File: src/hdl/fcac_pkg.sv
`timescale 1ns / 1ps
// ----------------------------------------------------------------------------
// fcac_pkg
// shared types and constants of the sync / type / length frame checker
// ----------------------------------------------------------------------------
package fcac_pkg;

	localparam int COUNT_WIDTH_DEF = 15;
	localparam int BYTE_W          = 8;
	localparam int LEN_W           = 16;
	localparam int STATUS_W        = 3;
	localparam int M_TDATA_W       = 24;

	// frame phase, in order of arrival
	typedef enum logic [2:0] {
		PH_SYNC1   = 3'd0,
		PH_SYNC2   = 3'd1,
		PH_TYPE    = 3'd2,
		PH_LEN_HI  = 3'd3,
		PH_LEN_LO  = 3'd4,
		PH_PAYLOAD = 3'd5,
		PH_CHECK   = 3'd6,
		PH_DONE    = 3'd7
	} phase_t;

	typedef enum logic [STATUS_W-1:0] {
		ST_OK     = 3'd0,
		ST_SHORT  = 3'd1,
		ST_SYNC1  = 3'd2,
		ST_SYNC2  = 3'd3,
		ST_LENGTH = 3'd4,
		ST_CHECK  = 3'd5
	} status_t;

	typedef enum logic {
		KIND_PAYLOAD = 1'b0,
		KIND_VERDICT = 1'b1
	} kind_t;

	typedef enum logic {
		CFG_FIRST_SYNC  = 1'b0,
		CFG_SECOND_SYNC = 1'b1
	} cfg_index_t;

	typedef struct packed {
		logic              last;
		logic [BYTE_W-1:0] data;
	} in_item_t;

	typedef struct packed {
		kind_t             kind;
		logic [BYTE_W-1:0] payload;
		logic [BYTE_W-1:0] frame_type;
		status_t           status;
	} result_t;

endpackage

File: src/hdl/frame_checker_additive_checksum.sv
`timescale 1ns / 1ps
// ----------------------------------------------------------------------------
// frame_checker_additive_checksum
// checks a sync / type / length / payload / 16-bit sum frame in a byte stream
// ----------------------------------------------------------------------------
// channel   dir  handshake          contents
// s_*       in   s_tvalid/s_tready  tdata: data_byte; tlast: end_of_buffer
// m_*       out  m_tvalid/m_tready  tdata: payload_byte, frame_type, status;
//                                   tuser: result_kind
// cfg_*     in   cfg_we             cfg_index 0 first sync, 1 second sync
//
// one byte per cycle sustained while m_tready stays high; a byte is held in the
// input register, and the parser updates as it moves into the result register,
// which raises m_tvalid when the byte gives a payload byte or a verdict
// reset (arst_n low) clears the parser state, both sync values and valids
// m_tready low holds the result; the input register still takes one more byte
// ----------------------------------------------------------------------------
module frame_checker_additive_checksum #(
	parameter int COUNT_WIDTH = fcac_pkg::COUNT_WIDTH_DEF
) (
	input  logic                           clk,
	input  logic                           arst_n,
	// receive byte stream
	input  logic                           s_tvalid,
	output logic                           s_tready,
	input  logic [fcac_pkg::BYTE_W-1:0]    s_tdata,   // [7:0] data_byte
	input  logic                           s_tlast,   // end_of_buffer
	// results
	output logic                           m_tvalid,
	input  logic                           m_tready,
	output logic [fcac_pkg::M_TDATA_W-1:0] m_tdata,   // [7:0] payload_byte,
	                                                  // [15:8] frame_type,
	                                                  // [18:16] status, rest zero
	output logic                           m_tuser,   // result_kind
	// configuration writes
	input  logic                           cfg_we,
	input  logic                           cfg_index,
	input  logic [fcac_pkg::BYTE_W-1:0]    cfg_data
);

	logic [fcac_pkg::BYTE_W-1:0] first_sync_q;
	logic [fcac_pkg::BYTE_W-1:0] second_sync_q;
	fcac_pkg::in_item_t          in_item;
	fcac_pkg::in_item_t          item_s1;
	logic                        item_valid_s1;
	logic                        advance;
	logic                        res_valid;
	fcac_pkg::result_t           res;
	fcac_pkg::result_t           out_q;

	// sync value registers
	always_ff @(posedge clk or negedge arst_n) begin
		if (!arst_n) begin
			first_sync_q  <= '0;
			second_sync_q <= '0;
		end else if (cfg_we) begin
			unique case (fcac_pkg::cfg_index_t'(cfg_index))
				fcac_pkg::CFG_FIRST_SYNC:  first_sync_q  <= cfg_data;
				fcac_pkg::CFG_SECOND_SYNC: second_sync_q <= cfg_data;
			endcase
		end
	end

	assign in_item.data = s_tdata;
	assign in_item.last = s_tlast;

	fcac_input_stage u_input (
		.clk           (clk),
		.arst_n        (arst_n),
		.in_valid      (s_tvalid),
		.in_ready      (s_tready),
		.in_item       (in_item),
		.advance       (advance),
		.item_valid_s1 (item_valid_s1),
		.item_s1       (item_s1)
	);

	// parser state advances only when the byte moves on
	fcac_frame_fsm #(
		.COUNT_WIDTH (COUNT_WIDTH)
	) u_fsm (
		.clk         (clk),
		.arst_n      (arst_n),
		.advance     (advance),
		.item_s1     (item_s1),
		.first_sync  (first_sync_q),
		.second_sync (second_sync_q),
		.res_valid   (res_valid),
		.res         (res)
	);

	fcac_output_reg u_output (
		.clk           (clk),
		.arst_n        (arst_n),
		.item_valid_s1 (item_valid_s1),
		.res_valid     (res_valid),
		.res           (res),
		.advance       (advance),
		.out_valid_q   (m_tvalid),
		.out_ready     (m_tready),
		.out_q         (out_q)
	);

	// pack result fields, low field first, pad to whole bytes
	assign m_tdata = {5'b00000, out_q.status, out_q.frame_type, out_q.payload};
	assign m_tuser = out_q.kind;

	// a verdict never carries a payload byte or an out-of-range status
	a_verdict_fields: assert property (@(posedge clk) disable iff (!arst_n)
		m_tvalid && m_tuser |-> m_tdata[7:0] == 8'h00 &&
			(m_tdata[18:16] == fcac_pkg::ST_OK || m_tdata[18:16] == fcac_pkg::ST_SHORT ||
			 m_tdata[18:16] == fcac_pkg::ST_SYNC1 || m_tdata[18:16] == fcac_pkg::ST_SYNC2 ||
			 m_tdata[18:16] == fcac_pkg::ST_LENGTH || m_tdata[18:16] == fcac_pkg::ST_CHECK))
		else $error("malformed verdict");

	// tentative payload bytes always report ok
	a_payload_status: assert property (@(posedge clk) disable iff (!arst_n)
		m_tvalid && !m_tuser |-> m_tdata[18:16] == fcac_pkg::ST_OK)
		else $error("payload byte with nonzero status");

endmodule

File: src/hdl/fcac_input_stage.sv
`timescale 1ns / 1ps
// ----------------------------------------------------------------------------
// fcac_input_stage
// input register that holds one received byte until the checker takes it
// ----------------------------------------------------------------------------
module fcac_input_stage (
	input  logic              clk,
	input  logic              arst_n,
	input  logic              in_valid,
	output logic              in_ready,
	input  fcac_pkg::in_item_t in_item,
	input  logic              advance,
	output logic              item_valid_s1,
	output fcac_pkg::in_item_t item_s1
);

	assign in_ready = !item_valid_s1 || advance;

	always_ff @(posedge clk or negedge arst_n) begin
		if (!arst_n) begin
			item_valid_s1 <= 1'b0;
		end else if (in_ready) begin
			item_valid_s1 <= in_valid;
		end
	end

	always_ff @(posedge clk) begin
		if (in_ready && in_valid) begin
			item_s1 <= in_item;
		end
	end

endmodule

File: src/hdl/fcac_frame_fsm.sv
`timescale 1ns / 1ps
// ----------------------------------------------------------------------------
// fcac_frame_fsm
// frame parser: header checks, payload sum, checksum compare and verdict
// ----------------------------------------------------------------------------
module fcac_frame_fsm #(
	parameter int COUNT_WIDTH = fcac_pkg::COUNT_WIDTH_DEF
) (
	input  logic                        clk,
	input  logic                        arst_n,
	input  logic                        advance,
	input  fcac_pkg::in_item_t          item_s1,
	input  logic [fcac_pkg::BYTE_W-1:0] first_sync,
	input  logic [fcac_pkg::BYTE_W-1:0] second_sync,
	output logic                        res_valid,
	output fcac_pkg::result_t           res
);

	fcac_pkg::phase_t               phase_q, phase_d;
	logic [fcac_pkg::LEN_W-1:0]     len_q, len_d;
	logic [COUNT_WIDTH-1:0]         cnt_q, cnt_d, cnt_inc;
	logic [fcac_pkg::LEN_W-1:0]     sum_q, sum_d;
	logic [fcac_pkg::LEN_W-1:0]     chk_q, chk_d;
	logic [fcac_pkg::BYTE_W-1:0]    type_q, type_d;
	fcac_pkg::status_t              err_q, err_d;
	logic                           emit_pl;
	logic [fcac_pkg::BYTE_W-1:0]    b;

	assign b       = item_s1.data;
	assign cnt_inc = cnt_q + COUNT_WIDTH'(1);

	always_ff @(posedge clk or negedge arst_n) begin
		if (!arst_n) begin
			phase_q <= fcac_pkg::PH_SYNC1;
			len_q   <= '0;
			cnt_q   <= '0;
			sum_q   <= '0;
			chk_q   <= '0;
			type_q  <= '0;
			err_q   <= fcac_pkg::ST_OK;
		end else if (advance) begin
			phase_q <= phase_d;
			len_q   <= len_d;
			cnt_q   <= cnt_d;
			sum_q   <= sum_d;
			chk_q   <= chk_d;
			type_q  <= type_d;
			err_q   <= err_d;
		end
	end

	always_comb begin
		phase_d = phase_q;
		len_d   = len_q;
		cnt_d   = cnt_q;
		sum_d   = sum_q;
		chk_d   = chk_q;
		type_d  = type_q;
		err_d   = err_q;
		emit_pl = 1'b0;
		unique case (phase_q)
			fcac_pkg::PH_SYNC1: begin
				if (b != first_sync && err_d == fcac_pkg::ST_OK) begin
					err_d = fcac_pkg::ST_SYNC1;
				end
				phase_d = fcac_pkg::PH_SYNC2;
			end
			fcac_pkg::PH_SYNC2: begin
				if (b != second_sync && err_d == fcac_pkg::ST_OK) begin
					err_d = fcac_pkg::ST_SYNC2;
				end
				phase_d = fcac_pkg::PH_TYPE;
			end
			fcac_pkg::PH_TYPE: begin
				type_d  = b;
				phase_d = fcac_pkg::PH_LEN_HI;
			end
			fcac_pkg::PH_LEN_HI: begin
				len_d   = {b, 8'h00};
				phase_d = fcac_pkg::PH_LEN_LO;
			end
			fcac_pkg::PH_LEN_LO: begin
				len_d = {len_q[15:8], b};
				// any length bit beyond the count range is rejected
				if ((len_d >> COUNT_WIDTH) != '0 && err_d == fcac_pkg::ST_OK) begin
					err_d = fcac_pkg::ST_LENGTH;
				end
				cnt_d = '0;
				if (err_d != fcac_pkg::ST_OK || len_d == '0) begin
					phase_d = fcac_pkg::PH_CHECK;
				end else begin
					phase_d = fcac_pkg::PH_PAYLOAD;
				end
			end
			fcac_pkg::PH_PAYLOAD: begin
				emit_pl = 1'b1;
				sum_d   = sum_q + fcac_pkg::LEN_W'(b);
				cnt_d   = cnt_inc;
				if (fcac_pkg::LEN_W'(cnt_inc) == len_q) begin
					cnt_d   = '0;
					phase_d = fcac_pkg::PH_CHECK;
				end
			end
			fcac_pkg::PH_CHECK: begin
				// count doubles as high/low byte marker here
				if (cnt_q == '0) begin
					chk_d = {b, 8'h00};
					cnt_d = COUNT_WIDTH'(1);
				end else begin
					chk_d = {chk_q[15:8], b};
					if (chk_d != sum_q && err_d == fcac_pkg::ST_OK) begin
						err_d = fcac_pkg::ST_CHECK;
					end
					phase_d = fcac_pkg::PH_DONE;
				end
			end
			fcac_pkg::PH_DONE: begin
				// trailing bytes ignored
			end
		endcase

		res_valid      = item_s1.last || emit_pl;
		res.frame_type = type_d;
		if (item_s1.last) begin
			res.kind    = fcac_pkg::KIND_VERDICT;
			res.payload = '0;
			res.status  = (phase_d == fcac_pkg::PH_DONE) ? err_d : fcac_pkg::ST_SHORT;
			phase_d     = fcac_pkg::PH_SYNC1;
			len_d       = '0;
			cnt_d       = '0;
			sum_d       = '0;
			chk_d       = '0;
			type_d      = '0;
			err_d       = fcac_pkg::ST_OK;
		end else begin
			res.kind    = fcac_pkg::KIND_PAYLOAD;
			res.payload = b;
			res.status  = fcac_pkg::ST_OK;
		end
	end

	// buffer end always leaves a clean parser
	a_clear_after_last: assert property (@(posedge clk) disable iff (!arst_n)
		advance && item_s1.last |=> phase_q == fcac_pkg::PH_SYNC1 &&
			err_q == fcac_pkg::ST_OK && sum_q == '0)
		else $error("parser not cleared after buffer end");

	// payload is only taken when the header was clean
	a_payload_clean: assert property (@(posedge clk) disable iff (!arst_n)
		phase_q == fcac_pkg::PH_PAYLOAD |-> err_q == fcac_pkg::ST_OK &&
			fcac_pkg::LEN_W'(cnt_q) < len_q)
		else $error("payload phase with header error or count overrun");

	// check phase count only marks the checksum byte position
	a_check_count: assert property (@(posedge clk) disable iff (!arst_n)
		phase_q == fcac_pkg::PH_CHECK |-> cnt_q == '0 || cnt_q == COUNT_WIDTH'(1))
		else $error("bad checksum byte marker");

endmodule

File: src/hdl/fcac_output_reg.sv
`timescale 1ns / 1ps
// ----------------------------------------------------------------------------
// fcac_output_reg
// result register that holds one result until the sink takes it
// ----------------------------------------------------------------------------
module fcac_output_reg (
	input  logic              clk,
	input  logic              arst_n,
	input  logic              item_valid_s1,
	input  logic              res_valid,
	input  fcac_pkg::result_t res,
	output logic              advance,
	output logic              out_valid_q,
	input  logic              out_ready,
	output fcac_pkg::result_t out_q
);

	logic slot_free;

	assign slot_free = !out_valid_q || out_ready;
	assign advance   = item_valid_s1 && slot_free;

	always_ff @(posedge clk or negedge arst_n) begin
		if (!arst_n) begin
			out_valid_q <= 1'b0;
		end else if (slot_free) begin
			out_valid_q <= advance && res_valid;
		end
	end

	always_ff @(posedge clk) begin
		if (advance && res_valid) begin
			out_q <= res;
		end
	end

endmodule

File: config.mk
export PLATFORM = sky130hd
export DESIGN_NAME = frame_checker_additive_checksum
export DESIGN_NICKNAME = d
export VERILOG_FILES = /design/src/hdl/fcac_pkg.sv /design/src/hdl/frame_checker_additive_checksum.sv /design/src/hdl/fcac_input_stage.sv /design/src/hdl/fcac_frame_fsm.sv /design/src/hdl/fcac_output_reg.sv
export SDC_FILE = /design/constraint.sdc
export NUM_CORES = 1
export LEC_CHECK = 0
export BUFFER_PORTS_ARGS = -buffer_cell sky130_fd_sc_hd__buf_2
export CELL_PAD_IN_SITES_DETAIL_PLACEMENT = 0
export CELL_PAD_IN_SITES_GLOBAL_PLACEMENT = 1
export CORE_ASPECT_RATIO = 0.9
export CORE_MARGIN = 2
export CORE_UTILIZATION = 35
export CTS_CLUSTER_SIZE = 14
export DETAILED_ROUTE_END_ITERATION = 12
export PLACE_DENSITY_LB_ADDON = 0.1
export SYNTH_ARGS = -nofsm -noshare
export SYNTH_HDL_FRONTEND = slang
export SYNTH_SLANG_ARGS = --single-unit
File: constraint.sdc
create_clock -name clk -period 3.2 [get_ports clk]
set_input_delay 0.64 -clock clk [delete_from_list [all_inputs] [get_ports clk]]
set_output_delay 0.64 -clock clk [all_outputs]
set_load 0.01 [all_outputs]
==> flow_summary.json <==
{
  "status": "finished clean",
  "worstSetupPathType": "reg2reg",
  "skew_ps": 6.34,
  "yosysUniqueCellTypes": 54,
  "ioPinCount": 50,
  "htree_levels": 4,
  "finalSetupViolations": 0,
  "regArea_um2": 3050,
  "drc": 0,
  "vdd_drop_max_uv": 336,
  "core_um2": 16800,
  "synth-seq-cells": 116,
  "yosys.area.top_type": "dfrtp_1",
  "routed_wl_mm": 15.6,
  "synth_area_per_cell_um2": 10.4,
  "slew_violations": 0,
  "path_buf_inv": 1,
  "multi_input_area_um2": 2680,
  "slowest_stage": "or4_4",
  "grt.overflow.total": 0,
  "cts_root_buf": "clkbuf_16",
  "fmax_mhz": 337,
  "syn_area_um2": 5970,
  "drt_iter0_markers": 285,
  "area_growth_pct": 21.5,
  "critPathLaunchType": "register",
  "nNetsFinal": 680,
  "min_path_type": "in2async",
  "fillCellCount": 1603,
  "clkLatencyLatePin_ps": 410,
  "relSlewSlack": 0.512,
  "start_util": 0.356,
  "hold_viol_final": 0,
  "synth.area.top_cells": "dfrtp_1 36%, edfxtp_1 15%, xnor2_1 6.0%",
  "final_area_um2": 7250,
  "die_w_um": 142,
  "dpl.hpwl_mm": 11.2,
  "place_area_um2": 6590,
  "clock-sinks": 116,
  "yosysWarnings": 0,
  "syn-instance-count": 573,
  "tightest_slew_ps": 730,
  "power_density_nw_per_um2": 679,
  "totalPowerFinal_w": 0.00492,
  "finish.utilization": 0.432,
  "rsz0062_at_grt": "false",
  "max_stage_delay_ps": 600,
  "fp-row-count": 45,
  "crit_path_cell_trace": "nand4_2 -> or3_4 -> a211o_1 -> a221oi_1 -> o21ai_1 -> or4_4 -> buf_4 -> a31oi_1 -> o22ai_1",
  "synth_edf_count": 29,
  "cp_max_fo": 7,
  "antenna_cells": 0,
  "async_flop_share": 0.750,
  "viasPerCell": 5.18,
  "ys.flop_type": "dfrtp_1",
  "path_delay_family": "simple AND/OR/NAND/NOR gates",
  "port_buffers": 44,
  "finalHoldWorstSlack_ps": 228,
  "ys_seq_area_frac": 0.511,
  "max_cap_violations": 0,
  "clk_pin_slew_ps": 60,
  "vias": 4505,
  "period_minus_slack_ps": 2970,
  "grt_max_degree": 43,
  "clk_path_buf_depth": 2,
  "min_period_over_period": 0.927,
  "timing.setup.tns_ps": 0,
  "die_h_um": 128,
  "cp_data_arrival_time_ps": 3250,
  "gp_congestion": 0.859,
  "cts_tree": "built",
  "wl_per_cell_um": 17.9,
  "holdBufCountCts": 0,
  "firstDrtPassIters": 5,
  "leakage_nw": 3.14,
  "grtUsageTotal": 0.181,
  "drive_above_1_share": 0.217,
  "grt_pass1_wl_mm": 24.8,
  "worstSetupEndpointType": "register",
  "synth_top_area_frac": 0.365,
  "required_ps": 3490,
  "antenna_found_initial": 0,
  "die_area_um2": 18100,
  "grt_pass1_vias": 4395,
  "ant_nets": 0,
  "cts_buffers": 17
}
==> stage by stage <==
step | instances | setup slack [ps]
floorplan | 577 | 261
global placement | 838 | 190
detailed placement | 838 | 111
finish | 870 | 233
global route | 870 | 53.2
CTS | 870 | 114
==> cells in the final DEF (no fill, tap or decap), types with 3 or more instances in the layout <==
cell type / n
dfrtp_1: 83
nand2_1: 52
buf_2: 43
xnor2_1: 41
buf_4: 40
o21ai_0: 35
nor2_1: 33
edfxtp_1: 29
mux2_2: 24
inv_1: 24
nand3_1: 21
a22o_1: 20
nor3_1: 17
clkbuf_16: 17
a21oi_1: 14
xor2_1: 13
nand4_1: 12
nand2b_1: 11
o31ai_1: 11
ha_1: 10
nor4_1: 9
a31oi_1: 8
and3_1: 7
or3_1: 6
and2_1: 5
conb_1: 5
bufinv_16: 5
a211oi_1: 4
nor2b_1: 4
dfrtp_2: 4
nor3b_1: 3
o21ai_1: 3
mux2i_1: 3
a21o_1: 3
o21bai_1: 3
==> path summary, 6_finish.rpt <==
kind                                                  from                           end  slack, ps  cells after the start
worst max-delay path            u_fsm.cnt_q[6]$_DFFE_PN0P_    u_fsm.cnt_q[9]$_DFFE_PN0P_        230                      9
worst min-delay path                                arst_n    u_fsm.cnt_q[4]$_DFFE_PN0P_        230                      1
worst max register to register  u_fsm.cnt_q[6]$_DFFE_PN0P_    u_fsm.cnt_q[9]$_DFFE_PN0P_        230                      9
worst min register to register  u_fsm.sum_q[7]$_DFFE_PN0P_    u_fsm.sum_q[7]$_DFFE_PN0P_        490                      2
max in group asynchronous                           arst_n   u_fsm.cnt_q[10]$_DFFE_PN0P_       2290                      2
min in group clk                                s_tdata[5]  u_input.item_s1[5]$_DFFE_PP_        400                      1
==> synth_stat cells (6+ instances only) <==
| cell type | n |
|---|---|
| a21oi_1 | 14 |
| a22o_1 | 20 |
| a31oi_1 | 8 |
| and3_1 | 7 |
| buf_4 | 6 |
| clkbuf_1 | 19 |
| dfrtp_1 | 87 |
| edfxtp_1 | 29 |
| ha_1 | 10 |
| inv_1 | 24 |
| mux2_2 | 24 |
| nand2_1 | 52 |
| nand2b_1 | 11 |
| nand3_1 | 21 |
| nand4_1 | 12 |
| nor2_1 | 33 |
| nor3_1 | 17 |
| nor4_1 | 9 |
| o21ai_0 | 35 |
| o31ai_1 | 11 |
| or3_1 | 6 |
| xnor2_1 | 41 |
| xor2_1 | 13 |
==> layer usage <==
layer,GRT usage,routed length [µm],vias up
li1,-,-,2192
met1,0.257,7670,2190
met2,0.276,7090,106
met3,0.0452,593,17
met4,0.0524,227,0
met5,0,0,-
==> worst reg2reg max path: stages (launching register included) <==
cell and delay [ps]:
dfrtp_1 470, nand4_2 200, or3_4 420, a211o_1 270
a221oi_1 270, o21ai_1 130, or4_4 600, buf_4 190
a31oi_1 200, o22ai_1 100
==> where the power goes <==
group          leakage, nW  switching, W  internal, W  total [W]
sequential            1.43      0.000167      0.00173    0.00189
clock                0.313      0.000697      0.00141    0.00210
combinational         1.40      0.000511     0.000414   0.000926
total                 3.14       0.00138      0.00355    0.00492
==> state kept, by name, summed over array words and instances (netlist names) <==
register and flops:
u_output.out_q 20, u_fsm.chk_q 8, u_input.item_valid_s1 1, u_fsm.cnt_q 15, second_sync_q 8, u_fsm.sum_q 16
u_input.item_s1 9, u_output.out_valid_q 1, u_fsm.type_q 8, first_sync_q 8, u_fsm.len_q 16, u_fsm.err_q 3
u_fsm.phase_q 3
==> cells by family (layout without fill, tap and decap cells) <==
logic type / count (synthesis) / after routing / share of synthesized area
AND/OR/NAND/NOR: 193 / 193 / 0.165
flip-flops: 116 / 116 / 0.511
AO/OA/AOI/OAI: 114 / 114 / 0.126
buffers and inverters: 57 / 139 / 0.0434
XOR/XNOR: 54 / 54 / 0.0793
multiplexers: 27 / 27 / 0.0503
adder cells (fa/ha/maj): 11 / 11 / 0.0243
other: 1 / 5 / 0.000628
==> layout make-up <==
class,instances,area share
Clock inverter,12,0.0278
Timing Repair Buffer,83,0.0711
Sequential cell,116,0.421
Inverter,24,0.0124
Tap cell,211,0.0364
Multi-Input combinational cell,404,0.370
Clock buffer,20,0.0616
==> repair_timing <==
item                       CTS  global route
setup buffers                0             0
resized for setup            0             5
setup endpoints to repair    0             4
Power figures use the tool's default switching activity.
